**src/design/srld_pkg.sv**
```systemverilog
// ----------------------------------------------------------------------------
// S-record line decoder package
// Shared types, character codes and the hex digit decode.
// ----------------------------------------------------------------------------
package srld_pkg;

  typedef enum logic [2:0] {
    PH_S,
    PH_TYPE,
    PH_LEN,
    PH_ADDR,
    PH_DATA,
    PH_CSUM,
    PH_DONE
  } phase_t;

  typedef enum logic [1:0] {
    ST_OK     = 2'd0,
    ST_NODATA = 2'd1,
    ST_FORMAT = 2'd2,
    ST_LENGTH = 2'd3
  } status_t;

  localparam logic [7:0] CH_S     = 8'h53;
  localparam logic [7:0] CH_ZERO  = 8'h30;
  localparam logic [7:0] CH_ONE   = 8'h31;
  localparam logic [7:0] CH_THREE = 8'h33;
  localparam logic [7:0] CH_FIVE  = 8'h35;
  localparam logic [7:0] CH_NINE  = 8'h39;
  localparam logic [7:0] CH_UA    = 8'h41;
  localparam logic [7:0] CH_UF    = 8'h46;
  localparam logic [7:0] CH_LA    = 8'h61;
  localparam logic [7:0] CH_LF    = 8'h66;

  localparam logic KIND_WRITE  = 1'b0;
  localparam logic KIND_STATUS = 1'b1;

  typedef struct packed {
    logic        kind;
    logic [31:0] write_address;
    logic [7:0]  write_data;
    logic [1:0]  status;
    logic [7:0]  byte_count;
    logic        last;
  } result_t;

  // Results caused by one accepted character: an optional write followed by
  // an optional status.
  typedef struct packed {
    logic        wr_valid;
    logic [31:0] wr_address;
    logic [7:0]  wr_data;
    logic        st_valid;
    logic [1:0]  st_status;
    logic [7:0]  st_count;
  } step_out_t;

  // Returns {valid, value} for one ASCII hex digit.
  function automatic logic [4:0] hex_decode(input logic [7:0] c);
    logic [4:0] r;
    r = 5'd0;
    if (c >= CH_ZERO && c <= CH_NINE) begin
      r = {1'b1, c[3:0]};
    end else if ((c >= CH_UA && c <= CH_UF) || (c >= CH_LA && c <= CH_LF)) begin
      r = {1'b1, c[3:0] + 4'd9};
    end
    return r;
  endfunction

endpackage

```
**src/design/srld_parser.sv**
```systemverilog
// ----------------------------------------------------------------------------
// S-record parser
// Holds the per-line parse state and works out the results of one character.
// ----------------------------------------------------------------------------
module srld_parser (
  input  logic                  clk,
  input  logic                  rst,
  input  logic                  step,
  input  logic [7:0]            ch,
  input  logic                  line_last,
  output srld_pkg::step_out_t   step_out
);

  srld_pkg::phase_t phase, phase_next;
  logic [3:0]  high_nibble, high_nibble_next;
  logic        nibble_pending, nibble_pending_next;
  logic [7:0]  remaining, remaining_next;
  logic [2:0]  address_bytes_left, address_bytes_left_next;
  logic [31:0] address, address_next;
  logic [7:0]  data_index, data_index_next;
  logic [7:0]  running_sum, running_sum_next;

  logic [4:0]  hex;
  logic [7:0]  b;
  logic [7:0]  rem_dec;

  always_comb begin
    hex     = srld_pkg::hex_decode(ch);
    b       = {high_nibble, hex[3:0]};
    rem_dec = remaining - 8'd1;

    phase_next              = phase;
    high_nibble_next        = high_nibble;
    nibble_pending_next     = nibble_pending;
    remaining_next          = remaining;
    address_bytes_left_next = address_bytes_left;
    address_next            = address;
    data_index_next         = data_index;
    running_sum_next        = running_sum;

    step_out            = '0;

    unique case (phase)
      srld_pkg::PH_S: begin
        if (ch == srld_pkg::CH_S) begin
          phase_next = srld_pkg::PH_TYPE;
        end else begin
          step_out.st_valid  = 1'b1;
          step_out.st_status = srld_pkg::ST_FORMAT;
        end
      end
      srld_pkg::PH_TYPE: begin
        if (ch >= srld_pkg::CH_ONE && ch <= srld_pkg::CH_THREE) begin
          address_bytes_left_next = {1'b0, ch[1:0]} + 3'd1;
          running_sum_next        = 8'd0;
          nibble_pending_next     = 1'b0;
          address_next            = 32'd0;
          data_index_next         = 8'd0;
          phase_next              = srld_pkg::PH_LEN;
        end else if (ch == srld_pkg::CH_ZERO ||
                     (ch >= srld_pkg::CH_FIVE && ch <= srld_pkg::CH_NINE)) begin
          step_out.st_valid  = 1'b1;
          step_out.st_status = srld_pkg::ST_NODATA;
        end else begin
          step_out.st_valid  = 1'b1;
          step_out.st_status = srld_pkg::ST_FORMAT;
        end
      end
      srld_pkg::PH_LEN, srld_pkg::PH_ADDR, srld_pkg::PH_DATA, srld_pkg::PH_CSUM: begin
        if (!hex[4]) begin
          step_out.st_valid  = 1'b1;
          step_out.st_status = srld_pkg::ST_FORMAT;
        end else if (!nibble_pending) begin
          high_nibble_next    = hex[3:0];
          nibble_pending_next = 1'b1;
        end else begin
          nibble_pending_next = 1'b0;
          running_sum_next    = running_sum + b;
          unique case (phase)
            srld_pkg::PH_LEN: begin
              if (b < {5'd0, address_bytes_left}) begin
                step_out.st_valid  = 1'b1;
                step_out.st_status = srld_pkg::ST_FORMAT;
              end else begin
                remaining_next = b - {5'd0, address_bytes_left};
                phase_next     = srld_pkg::PH_ADDR;
              end
            end
            srld_pkg::PH_ADDR: begin
              address_next            = {address[23:0], b};
              address_bytes_left_next = address_bytes_left - 3'd1;
              if (address_bytes_left == 3'd1) begin
                if (remaining == 8'd0) begin
                  step_out.st_valid  = 1'b1;
                  step_out.st_status = srld_pkg::ST_LENGTH;
                end else begin
                  remaining_next = rem_dec;
                  phase_next = (rem_dec != 8'd0) ? srld_pkg::PH_DATA : srld_pkg::PH_CSUM;
                end
              end
            end
            srld_pkg::PH_DATA: begin
              step_out.wr_valid   = 1'b1;
              step_out.wr_address = address + {24'd0, data_index};
              step_out.wr_data    = b;
              data_index_next     = data_index + 8'd1;
              remaining_next      = rem_dec;
              if (rem_dec == 8'd0) begin
                phase_next = srld_pkg::PH_CSUM;
              end
            end
            default: begin
              step_out.st_valid = 1'b1;
              if (b == ~running_sum) begin
                step_out.st_status = srld_pkg::ST_OK;
                step_out.st_count  = data_index;
              end else begin
                step_out.st_status = srld_pkg::ST_FORMAT;
              end
            end
          endcase
        end
      end
      default: begin
      end
    endcase

    if (step_out.st_valid) begin
      phase_next = srld_pkg::PH_DONE;
    end

    if (line_last) begin
      if (phase_next != srld_pkg::PH_DONE) begin
        step_out.st_valid  = 1'b1;
        step_out.st_status = srld_pkg::ST_FORMAT;
        step_out.st_count  = 8'd0;
      end
      phase_next              = srld_pkg::PH_S;
      high_nibble_next        = 4'd0;
      nibble_pending_next     = 1'b0;
      remaining_next          = 8'd0;
      address_bytes_left_next = 3'd0;
      address_next            = 32'd0;
      data_index_next         = 8'd0;
      running_sum_next        = 8'd0;
    end
  end

  always_ff @(posedge clk) begin
    if (rst) begin
      phase              <= srld_pkg::PH_S;
      high_nibble        <= 4'd0;
      nibble_pending     <= 1'b0;
      remaining          <= 8'd0;
      address_bytes_left <= 3'd0;
      address            <= 32'd0;
      data_index         <= 8'd0;
      running_sum        <= 8'd0;
    end else if (step) begin
      phase              <= phase_next;
      high_nibble        <= high_nibble_next;
      nibble_pending     <= nibble_pending_next;
      remaining          <= remaining_next;
      address_bytes_left <= address_bytes_left_next;
      address            <= address_next;
      data_index         <= data_index_next;
      running_sum        <= running_sum_next;
    end
  end

endmodule

```
**src/design/srld_result_queue.sv**
```systemverilog
// ----------------------------------------------------------------------------
// S-record result queue
// Four-entry queue that takes up to two results per cycle and hands out one.
// ----------------------------------------------------------------------------
module srld_result_queue (
  input  logic                 clk,
  input  logic                 rst,
  input  logic                 push,
  input  srld_pkg::step_out_t  step_out,
  output logic                 room,
  output logic                 result_valid,
  input  logic                 result_ready,
  output srld_pkg::result_t    head
);

  srld_pkg::result_t entries [4];
  logic [1:0] wr_ptr, rd_ptr;
  logic [2:0] count, count_next;
  logic [1:0] push_n;
  logic       pop;
  srld_pkg::result_t wr_res, st_res;

  always_comb begin
    wr_res               = '0;
    wr_res.kind          = srld_pkg::KIND_WRITE;
    wr_res.write_address = step_out.wr_address;
    wr_res.write_data    = step_out.wr_data;
    wr_res.last          = !step_out.st_valid;

    st_res            = '0;
    st_res.kind       = srld_pkg::KIND_STATUS;
    st_res.status     = step_out.st_status;
    st_res.byte_count = step_out.st_count;
    st_res.last       = 1'b1;

    push_n = push ? ({1'b0, step_out.wr_valid} + {1'b0, step_out.st_valid}) : 2'd0;
    pop    = result_valid && result_ready;
    count_next = count + {1'b0, push_n} - {2'd0, pop};
  end

  assign room         = (count <= 3'd2);
  assign result_valid = (count != 3'd0);
  assign head         = entries[rd_ptr];

  always_ff @(posedge clk) begin
    if (push) begin
      if (step_out.wr_valid) begin
        entries[wr_ptr] <= wr_res;
        if (step_out.st_valid) begin
          entries[wr_ptr + 2'd1] <= st_res;
        end
      end else if (step_out.st_valid) begin
        entries[wr_ptr] <= st_res;
      end
    end
  end

  always_ff @(posedge clk) begin
    if (rst) begin
      wr_ptr <= 2'd0;
      rd_ptr <= 2'd0;
      count  <= 3'd0;
    end else begin
      wr_ptr <= wr_ptr + push_n;
      if (pop) begin
        rd_ptr <= rd_ptr + 2'd1;
      end
      count <= count_next;
    end
  end

endmodule

```
**src/design/srecord_line_decoder.sv**
```systemverilog
// ----------------------------------------------------------------------------
// S-record line decoder
// Parses Motorola S-record lines one character per item into byte writes
// and a record status.
// ----------------------------------------------------------------------------
// The input channel (item_valid/item_ready) carries one ASCII character per
// item, with line_last marking the final character of a line. The output
// channel (result_valid/result_ready) carries results: a byte write (kind 0)
// or a record status (kind 1); last marks the final result of an item.
// One item is accepted per cycle while the queue has room. Its results are
// written into a four-entry queue at the accepting edge, so the first result
// is offered in the next cycle. A truncated line can make two results from
// one item, which the queue drains at one result per cycle with result_ready.
// item_ready is high while the queue has room for two results; a stalled
// receiver fills the queue and then holds off input, losing nothing.
// Reset empties the queue and returns the parser to the start of a line.
// ----------------------------------------------------------------------------
module srecord_line_decoder (
  input  logic        clk,
  input  logic        rst,
  input  logic        item_valid,
  output logic        item_ready,
  input  logic [7:0]  ch,
  input  logic        line_last,
  output logic        result_valid,
  input  logic        result_ready,
  output logic        kind,
  output logic [31:0] write_address,
  output logic [7:0]  write_data,
  output logic [1:0]  status,
  output logic [7:0]  byte_count,
  output logic        last
);

  logic                step;
  logic                room;
  srld_pkg::step_out_t step_out;
  srld_pkg::result_t   head;

  assign item_ready = room;
  assign step       = item_valid && room;

  srld_parser u_parser (
    .clk       (clk),
    .rst       (rst),
    .step      (step),
    .ch        (ch),
    .line_last (line_last),
    .step_out  (step_out)
  );

  srld_result_queue u_queue (
    .clk          (clk),
    .rst          (rst),
    .push         (step),
    .step_out     (step_out),
    .room         (room),
    .result_valid (result_valid),
    .result_ready (result_ready),
    .head         (head)
  );

  assign kind          = head.kind;
  assign write_address = head.write_address;
  assign write_data    = head.write_data;
  assign status        = head.status;
  assign byte_count    = head.byte_count;
  assign last          = head.last;

endmodule
```
**config.mk**
```make
export PLATFORM = sky130hd
export DESIGN_NAME = srecord_line_decoder
export DESIGN_NICKNAME = d
export VERILOG_FILES = /design/src/design/srld_pkg.sv /design/src/design/srld_parser.sv /design/src/design/srld_result_queue.sv /design/src/design/srecord_line_decoder.sv
export SDC_FILE = /design/constraint.sdc
export NUM_CORES = 1
export LEC_CHECK = 0
export ABC_AREA = 1
export ABC_CLOCK_PERIOD_IN_PS = 12300
export BUFFER_PORTS_ARGS = -buffer_cell sky130_fd_sc_hd__buf_2
export CAP_MARGIN = 5
export CORE_AREA = 2 2 185 187
export CTS_CLUSTER_DIAMETER = 200
export DETAILED_ROUTE_END_ITERATION = 8
export DIE_AREA = 0 0 187 189
export GPL_TIMING_DRIVEN = 0
export SETUP_SLACK_MARGIN = 0.15
export SYNTH_ARGS = -nofsm -noshare
export SYNTH_HDL_FRONTEND = slang
export SYNTH_SLANG_ARGS = --single-unit
```
**constraint.sdc**
```tcl
create_clock -name clk -period 12.3 [get_ports clk]
set_clock_uncertainty 0.1 [all_clocks]
set_input_delay 1.23 -clock clk [delete_from_list [all_inputs] [get_ports clk]]
set_output_delay 1.23 -clock clk [all_outputs]
set_load 0.005 [all_outputs]
```
* Word level (Yosys, flattened, before mapping)
Memory sizes are Yosys's and may differ from the RTL's. A register that Yosys moved wholly into a read port is not among the register bits.
Cells that the tools add are included.
** Word-level totals
- Bits of input ports :: 13
- Memories :: 1
- Memory bits (writable) :: 208
- Bits in latches :: 0
- Register bits after elaboration :: 74
- Memory bits (read-only) :: 0
** Operators by class
- Equality and inequality tests :: 19
- Multipliers :: 0
- Order comparisons :: 11
- $add $sub $neg :: 14
- Bitwise logic cells :: 2
- Divide/modulo/power cells :: 0
- Muxes and demuxes :: 88
- Shifts and indexed selects :: 0
- Reductions and logical operators :: 28
** Memory list
- u_queue.entries :: depth 4, width 52, rd ports 1, clocked after Yosys merged registers in 1, write ports 2, line srld_result_queue.sv:16 : srld_pkg::result_t entries [4];
** Operators by type and width (number)
- 32-bit two-way mux :: 5
- 8-bit two-way mux :: 19
- 41-bit two-way mux :: 3
- 52-bit two-way mux :: 2
- 32-bit case mux with 2 select lines :: 1
- 3-bit two-way mux :: 21
- 3-bit case mux with 3 select lines :: 4
- 32-bit by 8-bit adder with 32-bit output :: 1
- 8-bit case mux with 2 select lines :: 2
- 8-bit by 6-bit >= comparator with 1-bit output, second input constant :: 3
- 8-bit case mux with 3 select lines :: 1
- 11-bit two-way mux :: 2
- 3-bit by 2-bit inequality test with 1-bit output, second input constant :: 6
- 8-bit by 7-bit >= comparator with 1-bit output, second input constant :: 2
- 8-bit by 6-bit less-or-equal comparator with 1-bit output, second input constant :: 2
- 8-bit by 7-bit less-or-equal comparator with 1-bit output, second input constant :: 2
- 8-bit logical NOT :: 2
- 4-bit two-way mux :: 4
- 1-bit two-way mux :: 15
- 6-bit AND reduction :: 2
- 2-bit two-way mux :: 5
- 5-bit two-way mux :: 2
- 3-bit inequality test, second input constant :: 3
- 8-bit by 1-bit adder with 8-bit output, second input constant :: 1
- 37 further kinds :: 52

* Depth between registers and ports, before layout
Gate-level depths: netlist of the first run.
- Depth in word-level cells :: 20
- Gate-level depth with buffers :: 33
- Gate-level depth less buffers :: 33

* By module
A second synthesis of the first run with hierarchy kept.
** Second synthesis, totals
- Cell total of the unflattened synthesis :: 2167
- Area total of the unflattened synthesis :: 15036.9 µm²
** Modules (own cells, without submodules)
- srld_result_queue :: area each 9867.0 µm², instances 1, cells each 1360
- srld_parser :: area each 5162.5 µm², instances 1, cells each 805
- srecord_line_decoder :: area each 7.5 µm², instances 1, cells each 2

* Worst setup path before layout of the first run
Ideal clock, no wire load.
- Kind :: input -> register
- From :: in ch[0]
- To :: mem u_queue.entries[2][37] (netlist bit)
- Data required time :: 12124 ps
- Cell stages on the path :: 32
- Library setup time :: 76 ps
- Slack :: 7060 ps
- Arrival :: 5064 ps
- Path through :: inv_1 ha_1 nand2_1 nor2_1 nor2_1 nand2_1 nand2_1 o21a_1 inv_1 ha_1 fa_1 inv_1 a21oi_1 nand4_1 nand2_1 nand2_1 nand2_1 a21oi_2 nand2_1 nand2_1 inv_1 ha_1 inv_1 nor2_2 inv_1 nand2_1 nand2_1 nand2_1 inv_2 buf_2 nand2_1 o21ai_0
** RTL lines
- start, declared :: line srecord_line_decoder.sv:23 : input logic [7:0] ch,
- end, declared :: line srld_result_queue.sv:16

==> metrics.txt, run 1 <==
Leak approximately 0.0063 µW; DRT iter0 DRCs 994; CTS H-tree lvls 2; fillers 3402; Non-Filler Cell Area, Final approximately 15000 µm²; CP delay by family, top simple AND/OR/NAND/NOR gates; Yosys top cell area share 0.362; Die W 187 µm; I/O pins 67; Power Density between 150 and 200 nW/µm²; Finish-stage setup viols 0; Root Buffer clkbuf_16; Post-CTS Setup Inserts 0; initial antenna violation count 0; Seq cells post-synth ~280; gr ovfl total 0; total number of vias between 10000 and 15000; Crit Reg-Reg Startpoint u_parser.address_bytes_left[0]$_SDFFE_PP0P_; sequential fraction of the synthesis area 0.451; Mapped Cells approximately 1800; Hold Fails Final Rpt 0; VDD IR max around 0.00012 V; first-pass GRT wire length 66.1 mm; Worst R2R Path Depth 23; core area 33300 µm²; drt wl/cell approximately 18 µm; Nets between 1500 and 2000; largest area contributor in the netlist dfxtp_1; type of the most critical hold path reg -> reg; Max Transition Viols Final 0; clock-pin slew on the worst setup and hold paths approximately 0.06 ns; DR top layer met4; Worst Path Arrival approximately 7 ns; drt total wl between 40 and 50 mm; DP Wirelength around 30 mm; f_max about 150 MHz; setup TNS 0 ns; status finished clean; slowest cell on the critical path nand2_1; Setup crit start kind input port; CP Capture Type register; syn_nets 1863; Crit path depth 33; Finished Layout Cells approximately 2400; Longest Clk Path Bufs 3; area delta synth->final 14.7%; met2 routed WL 19.1 mm; Initial Util 0.405; CTS Buf Count 34; Slew headroom 0.144; CTS tree done; Most used DFF post-synth dfxtp_1; critical path class in -> reg; WP buf/inv 9; critical path required time between 10 and 15 ns; synth cell count leaders nand2_1, o21ai_0, dfxtp_1; Via density 5.33; async set-reset flop share out of synthesis 0; input/output buffers 64; Yosys cell types 50; CP max stage delay 0.53 ns; Syn Area/Cell 7.44 µm²; Least-Margin Pin Slew around 1.3 ns; Synth area leaders dfxtp_1, o21ai_0, nand2_1; WL met3 2.65 mm; number of flops mapped to enable cells by yosys 40; most common cell in the netlist nand2_1; Die Y 189 µm; # clock sinks about 280; drt first pass iters 6; Rows 67; reg2reg end u_queue.entries[2][46]$_SDFFE_PP0N_; vias in the first global route ~12000; Crit. Startpoint ch[0]; met1 WL approximately 19 mm; fin crit share 0.530; Post-DP Area around 14000 µm²; share of layout cells above drive strength 1 0.0940; Post-CTS Resized 0; Critical Path Sink u_queue.entries[2][46]$_SDFFE_PP0N_; Antenna Cells 0; drt drc 0; die area 35300 µm²; DP Cell Count between 2000 and 2500; Most common cell on crit path nand2_1; hold buffer count at CTS 0; worst skew pair latency between 0.5 and 0.6 ns; routability cong. between 0.9 and 1; fin crit period about 6.5 ns; total track usage 0.235; pin count of the biggest net entering global routing 16; antenna viol nets, final 0; Ys Warns 0; CP Max Fanout 15; r2r setup slk around 7.6 ns; RSZ-0062 raised after global routing false; mapped cell area about 13000 µm²; max cap viols 0
-- per-stage QoR --
| stage | setup WS [ns] | total power, µW | hold slack [ns] | util |
|---|---|---|---|---|
| floorplan | 7.06 | 1580 | 0.320 | - |
| global placement | 5.38 | 1850 | 0.333 | 0.432 |
| detailed placement | 5.29 | 1860 | 0.337 | 0.432 |
| CTS | 5.81 | 2860 | 0.352 | 0.465 |
| global route | 5.31 | 2990 | 0.369 | 0.465 |
| finish | 5.78 | 2850 | 0.350 | 0.465 |
-- cells by family after synthesis --
group / Yosys count / share of synthesized area
xor gates and xnor gates: 16 / 0.0104
adders and majority gates: 37 / 0.0366
DFF: 284 / 0.451
and+or+nand+nor: 689 / 0.213
AOI/OAI and AO/OA: 538 / 0.214
buffers and inverters: 249 / 0.0748
-- power by group --
part | internal, µW | switching (µW) | total (µW) | leakage (µW)
Clock | 592 | 405 | 997 | 0.000539
Combinational | 243 | 495 | 738 | 0.00342
Sequential | 1040 | 67.0 | 1110 | 0.00235
-- cell usage in the layout (no fill, tap or decap), drive strengths merged, types with 4 or more instances in the layout --
cell type  instances
buf               92
nand3             68
clkinv            10
ha                33
nand2            357
nor3              18
dfxtp            244
nand4             13
o211ai             6
nor2             219
o21ai            364
or2                4
xor2              13
clkbuf           103
a32o               5
edfxtp            40
a211oi             5
inv              165
fa                 4
nor4               4
o22ai             56
a21oi             87
-- worst register-to-register path: stages (launching register included) --
cell and delay, ns:
dfxtp_1 0.35, ha_1 0.24, fa_1 0.40, inv_1 0.07, a21oi_1 0.10, nand4_1 0.11
nand2_1 0.07, nand2_1 0.11, nand2_1 0.10, a21oi_2 0.34, nand2_1 0.14, nand2_1 0.08
inv_1 0.07, ha_1 0.19, inv_1 0.06, nor2_2 0.05, inv_1 0.24, nand2_1 0.14
nand2_1 0.27, nand2_1 0.53, inv_2 0.41, buf_2 0.35, nand2_1 0.08, o21ai_0 0.08
-- registers in the layout (all words and copies together) (netlist names), 2 cells and up, named ones only --
name,count
u_parser.address_bytes_left,3
u_parser.running_sum,8
u_queue.rd_ptr,2
u_parser.phase,3
u_queue.wr_ptr,2
u_queue.entries,208
u_parser.data_index,8
u_parser.remaining,8
u_parser.address,32
u_parser.high_nibble,4
u_queue.count,3
-- routing by layer --
| layer | track usage | up-vias |
|---|---|---|
| li1 | - | 6294 |
| met1 | 0.319 | 5970 |
| met2 | 0.385 | 382 |
| met3 | 0.0356 | 68 |
| met4 | 0.0775 | 0 |
| met5 | 0 | - |
-- how the worst min path moves through the flow --
stage,startpoint,to,slack (ns),cells after the start
final,u_queue.entries[2][26]$_SDFFE_PP0N_,u_queue.entries[2][26]$_SDFFE_PP0N_,0.35,2
after global routing,u_queue.entries[2][41]$_SDFFE_PP0N_,u_queue.entries[2][41]$_SDFFE_PP0N_,0.37,2
after CTS,u_queue.entries[1][51]$_SDFFE_PP1N_,u_queue.entries[1][51]$_SDFFE_PP1N_,0.35,2
after detailed placement,u_queue.entries[3][51]$_SDFFE_PP1N_,u_queue.entries[3][51]$_SDFFE_PP1N_,0.34,2
after global placement,u_queue.entries[2][19]$_SDFFE_PP0N_,u_queue.entries[2][19]$_SDFFE_PP0N_,0.33,2
after floorplan,u_queue.entries[3][51]$_SDFFE_PP1N_,u_queue.entries[3][51]$_SDFFE_PP1N_,0.32,2
-- layout make-up --
cell class / instances / area (µm²) / area share
clock inverters: 12 / 134 / 0.00866
multi-input cells: 1280 / 6390 / 0.413
well taps: 448 / 561 / 0.0363
flip-flops and latches: 284 / 6090 / 0.394
inverters: 166 / 628 / 0.0406
plain buffers: 83 / 380 / 0.0246
repair buffers: 64 / 320 / 0.0207
clock buffers: 48 / 962 / 0.0622
No activity file was read; power rests on OpenSTA's default activity.
==> run 2, diff against run 1 <==
--- a/config.mk
+++ b/config.mk
@@ -5,8 +5,8 @@
 export SDC_FILE = /design/constraint.sdc
 export NUM_CORES = 1
 export LEC_CHECK = 0
-export ABC_AREA = 1
-export ABC_CLOCK_PERIOD_IN_PS = 12300
+export ABC_AREA = 0
+export ABC_CLOCK_PERIOD_IN_PS = 5350
 export BUFFER_PORTS_ARGS = -buffer_cell sky130_fd_sc_hd__buf_2
 export CAP_MARGIN = 5
 export CORE_AREA = 2 2 185 187
==> constraint.sdc (replaced) <==
create_clock -name clk -period 5.35 [get_ports clk]
set_clock_uncertainty 0.1 [all_clocks]
set_input_delay 0.535 -clock clk [delete_from_list [all_inputs] [get_ports clk]]
set_output_delay 0.535 -clock clk [all_outputs]
set_load 0.005 [all_outputs]
==> run 2 against run 1 <==
Effect of this change:
- synthesized cell count shrank 27%
- design area grew 1.6%
- first-iteration DRC count shrank 24%
- non-clock buffer count grew 8
- utilization grew 0.76 points
- hold slack lost 0.019 ns
- critical path type unchanged
==> metrics.txt, run 2 <==
status finished clean; most common cell in the netlist dfxtp_1; worst skew pair latency 0.56 ns; Max Transition Viols Final 0; fin crit share 0.923; Crit path depth 20; I/O pins 67; Largest register FFs ~210; CTS Buf Count 31; CTS tree done; gr ovfl total 0; Power Total ~6100 µW; drt total wl ~38 mm; CP Max Fanout 11; Mapped Cells between 1000 and 1500; Power Density 388 nW/µm²; Synth area leaders dfxtp_1, edfxtp_1, mux4_2; most frequent cells in the layout dfxtp_1, nand2_1, nor2_1; DRT iter0 DRCs ~750; critical path class in -> reg; WP buf/inv 6; hold buffer count at CTS 0; Yosys cell types roughly 80; initial antenna violation count 0; Gate power share 0.216; Final Util 0.472; RSZ-0062 raised after global routing false; Via density roughly 5.8; Root Buffer clkbuf_16; footprint of the multi-input gates 6940 µm²; Longest Clk Path Bufs 3; DP Cell Count about 1800; async set-reset flop share out of synthesis 0; DP Wirelength around 27 mm; Leak about 0.0057 µW; vias in the first global route between 10000 and 15000; Hold Fails Final Rpt 0; register area slightly above 6000 µm²; Most used DFF post-synth dfxtp_1; CTS H-tree lvls 1; syn_nets ~1400; Finish-stage setup viols 0; slowest cell on the critical path or4_4; total track usage 0.213; # clock sinks roughly 280; synth cell count leaders dfxtp_1, nand2_1, nor2_1; max cap viols 0; reg2reg end u_queue.entries[1][3]$_DFFE_PP_; Crit Reg-Reg Startpoint u_parser.high_nibble[2]$_SDFFE_PP0P_; core area 33300 µm²; Post-DP Area between 10000 and 15000 µm²; Sw Share 0.302; antenna viol nets, final 0; Ys Warns 0; sequential fraction of the synthesis area 0.453; Flop pwr share 0.394; Critical Path Sink u_queue.entries[1][3]$_DFFE_PP_; type of the most critical hold path in -> reg; crit-path cells clkbuf_4, inv_1, ha_2, nor3b_2, or3_1, buf_6, o221ai_2, o21ai_2, inv_1, ha_1, nor2b_1, or4_4, or4_4, o21a_4, nand3_4, ha_2, clkbuf_4, nor2_1, a211o_2, inv_2; Setup crit start kind input port; Largest Register u_queue.entries; Worst Path Arrival 5.07 ns; pin count of the biggest net entering global routing 16; Slew headroom 0.356; net switching power between 1500 and 2000 µW; total number of vias 10888; die area about 35000 µm²; Crit. Startpoint ch[0]; most common cell after layout, fill and taps aside dfxtp_1; Power Internal roughly 4300 µW; Initial Util 0.404; Die Y 189 µm; Rows 67; final hold slack 0.331 ns; Antenna Cells 0; routability cong. between 0.9 and 1; input/output buffers 63; mapped cell area ~13000 µm²; clock-pin slew on the worst setup and hold paths ~0.060 ns; area delta synth->final 16.9%; Die W between 150 and 200 µm; Worst R2R Path Depth 11; f_max 202 MHz; fillers between 3000 and 4000; Non-Filler Cell Area, Final roughly 16000 µm²; Nets ~1500; Seq cells post-synth between 200 and 300; drt drc 0; number of flops mapped to enable cells by yosys 40; share of layout cells above drive strength 1 0.184; drt first pass iters 5; CP max stage delay ~0.5 ns; largest area contributor in the netlist dfxtp_1; fin crit period approximately 4.9 ns; first-pass GRT wire length around 60 mm; VDD IR max 0.000231 V; Least-Margin Pin Slew between 0.9 and 1 ns; critical path required time ~5.5 ns; r2r setup slk about 1.4 ns; CP delay by family, top simple AND/OR/NAND/NOR gates; Yosys top cell area share 0.363; Finished Layout Cells ~1900; Syn Area/Cell 10.2 µm²; CP Capture Type register; clock power share 0.390; drt wl/cell 20.3 µm; largest registers u_queue.entries (208), u_parser.address (32)
## run 2: cell types whose count changed in the layout (fill, tap and decap cells not counted), moves of 17 or more
cell / change
o21ai_0: -267
nand2_1: -227
inv_1: -120
nor2_1: -114
o2bb2ai_1: +88
o22ai_1: -54
mux4_2: +52
o21ai_1: -37
nand3_1: -36
a22o_1: +31
and2_1: +22
a32o_1: +19
xor2_1: +17
## run 2: kinds of logic (layout without fill, tap and decap cells)
| family | after synthesis | after routing | synth area share |
|---|---|---|---|
| xor gates and xnor gates | 48 | 48 | 0.0313 |
| buffers and inverters | 127 | 251 | 0.0418 |
| DFF | 284 | 284 | 0.453 |
| adders and majority gates | 37 | 37 | 0.0367 |
| muxes | 56 | 56 | 0.0903 |
| AOI/OAI and AO/OA | 369 | 369 | 0.203 |
| and+or+nand+nor | 395 | 395 | 0.144 |
## run 2: worst reg2reg max path: cells and delay by family, from the launching register on
kind / cells / cell delay [ns]
compound gates: 2 / 0.59
fa+ha+maj: 1 / 0.24
buf+inv: 3 / 0.77
flops: 1 / 0.32
simple gates: 5 / 1.65
## run 2: layout make-up
| type | instances | share of cell area |
|---|---|---|
| Clock inverter | 20 | 0.0190 |
| Sequential cell | 284 | 0.387 |
| Timing Repair inverter | 1 | 0.000478 |
| Multi-Input combinational cell | 905 | 0.442 |
| Inverter | 37 | 0.00955 |
| Tap cell | 448 | 0.0357 |
| Buffer | 90 | 0.0301 |
| Clock buffer | 38 | 0.0549 |
| Timing Repair Buffer | 65 | 0.0212 |
## run 2: metrics by stage
stage	setup WS, ns	TNS [ns]
4_1_cts	0.152	0
2_1_floorplan	0.146	0
6_report	0.410	0
5_1_grt	0.148	0
3_5_place_dp	-1.41	-231.85
3_3_place_gp	-1.35	-218.80
## run 2: power by group through the flow
| stage | registers [µW] | logic, µW | clock network, µW |
|---|---|---|---|
| global route | 2420 | 1440 | 2500 |
| detailed placement | 2450 | 1250 | 0 |
| finish | 2410 | 1320 | 2380 |
| global placement | 2450 | 1250 | 0 |
| floorplan | 2420 | 861 | 0 |
| CTS | 2400 | 1290 | 2420 |
## run 2: what timing repair did
item	CTS	global route
endpoints found under the setup margin	241	229
resized for setup	38	30
setup buffers	2	0
gates cloned	1	0
pin swaps	0	1
## run 2: per-layer routing
layer	vias to the layer above	part of all wire	global-route usage
met3	51	0.058	0.0247
met2	316	0.46	0.344
met4	0	0.021	0.0537
met1	5382	0.46	0.305
li1	5139	-	-
met5	-	0	0
## run 2: how the worst min path moves through the flow
stage | startpoint | to | slack (ns) | cells after the start
2_1_floorplan | u_queue.entries[2][51]$_SDFFE_PP1N_ | u_queue.entries[2][51]$_SDFFE_PP1N_ | 0.32 | 2
3_3_place_gp | u_queue.entries[1][51]$_SDFFE_PP1N_ | u_queue.entries[1][51]$_SDFFE_PP1N_ | 0.33 | 2
3_5_place_dp | u_queue.entries[3][51]$_SDFFE_PP1N_ | u_queue.entries[3][51]$_SDFFE_PP1N_ | 0.33 | 2
4_1_cts | line_last | u_parser.data_index[2]$_SDFFE_PP0P_ | 0.31 | 4
5_1_grt | u_queue.entries[3][51]$_SDFFE_PP1N_ | u_queue.entries[3][51]$_SDFFE_PP1N_ | 0.35 | 2
6_report | line_last | u_parser.data_index[2]$_SDFFE_PP0P_ | 0.33 | 4
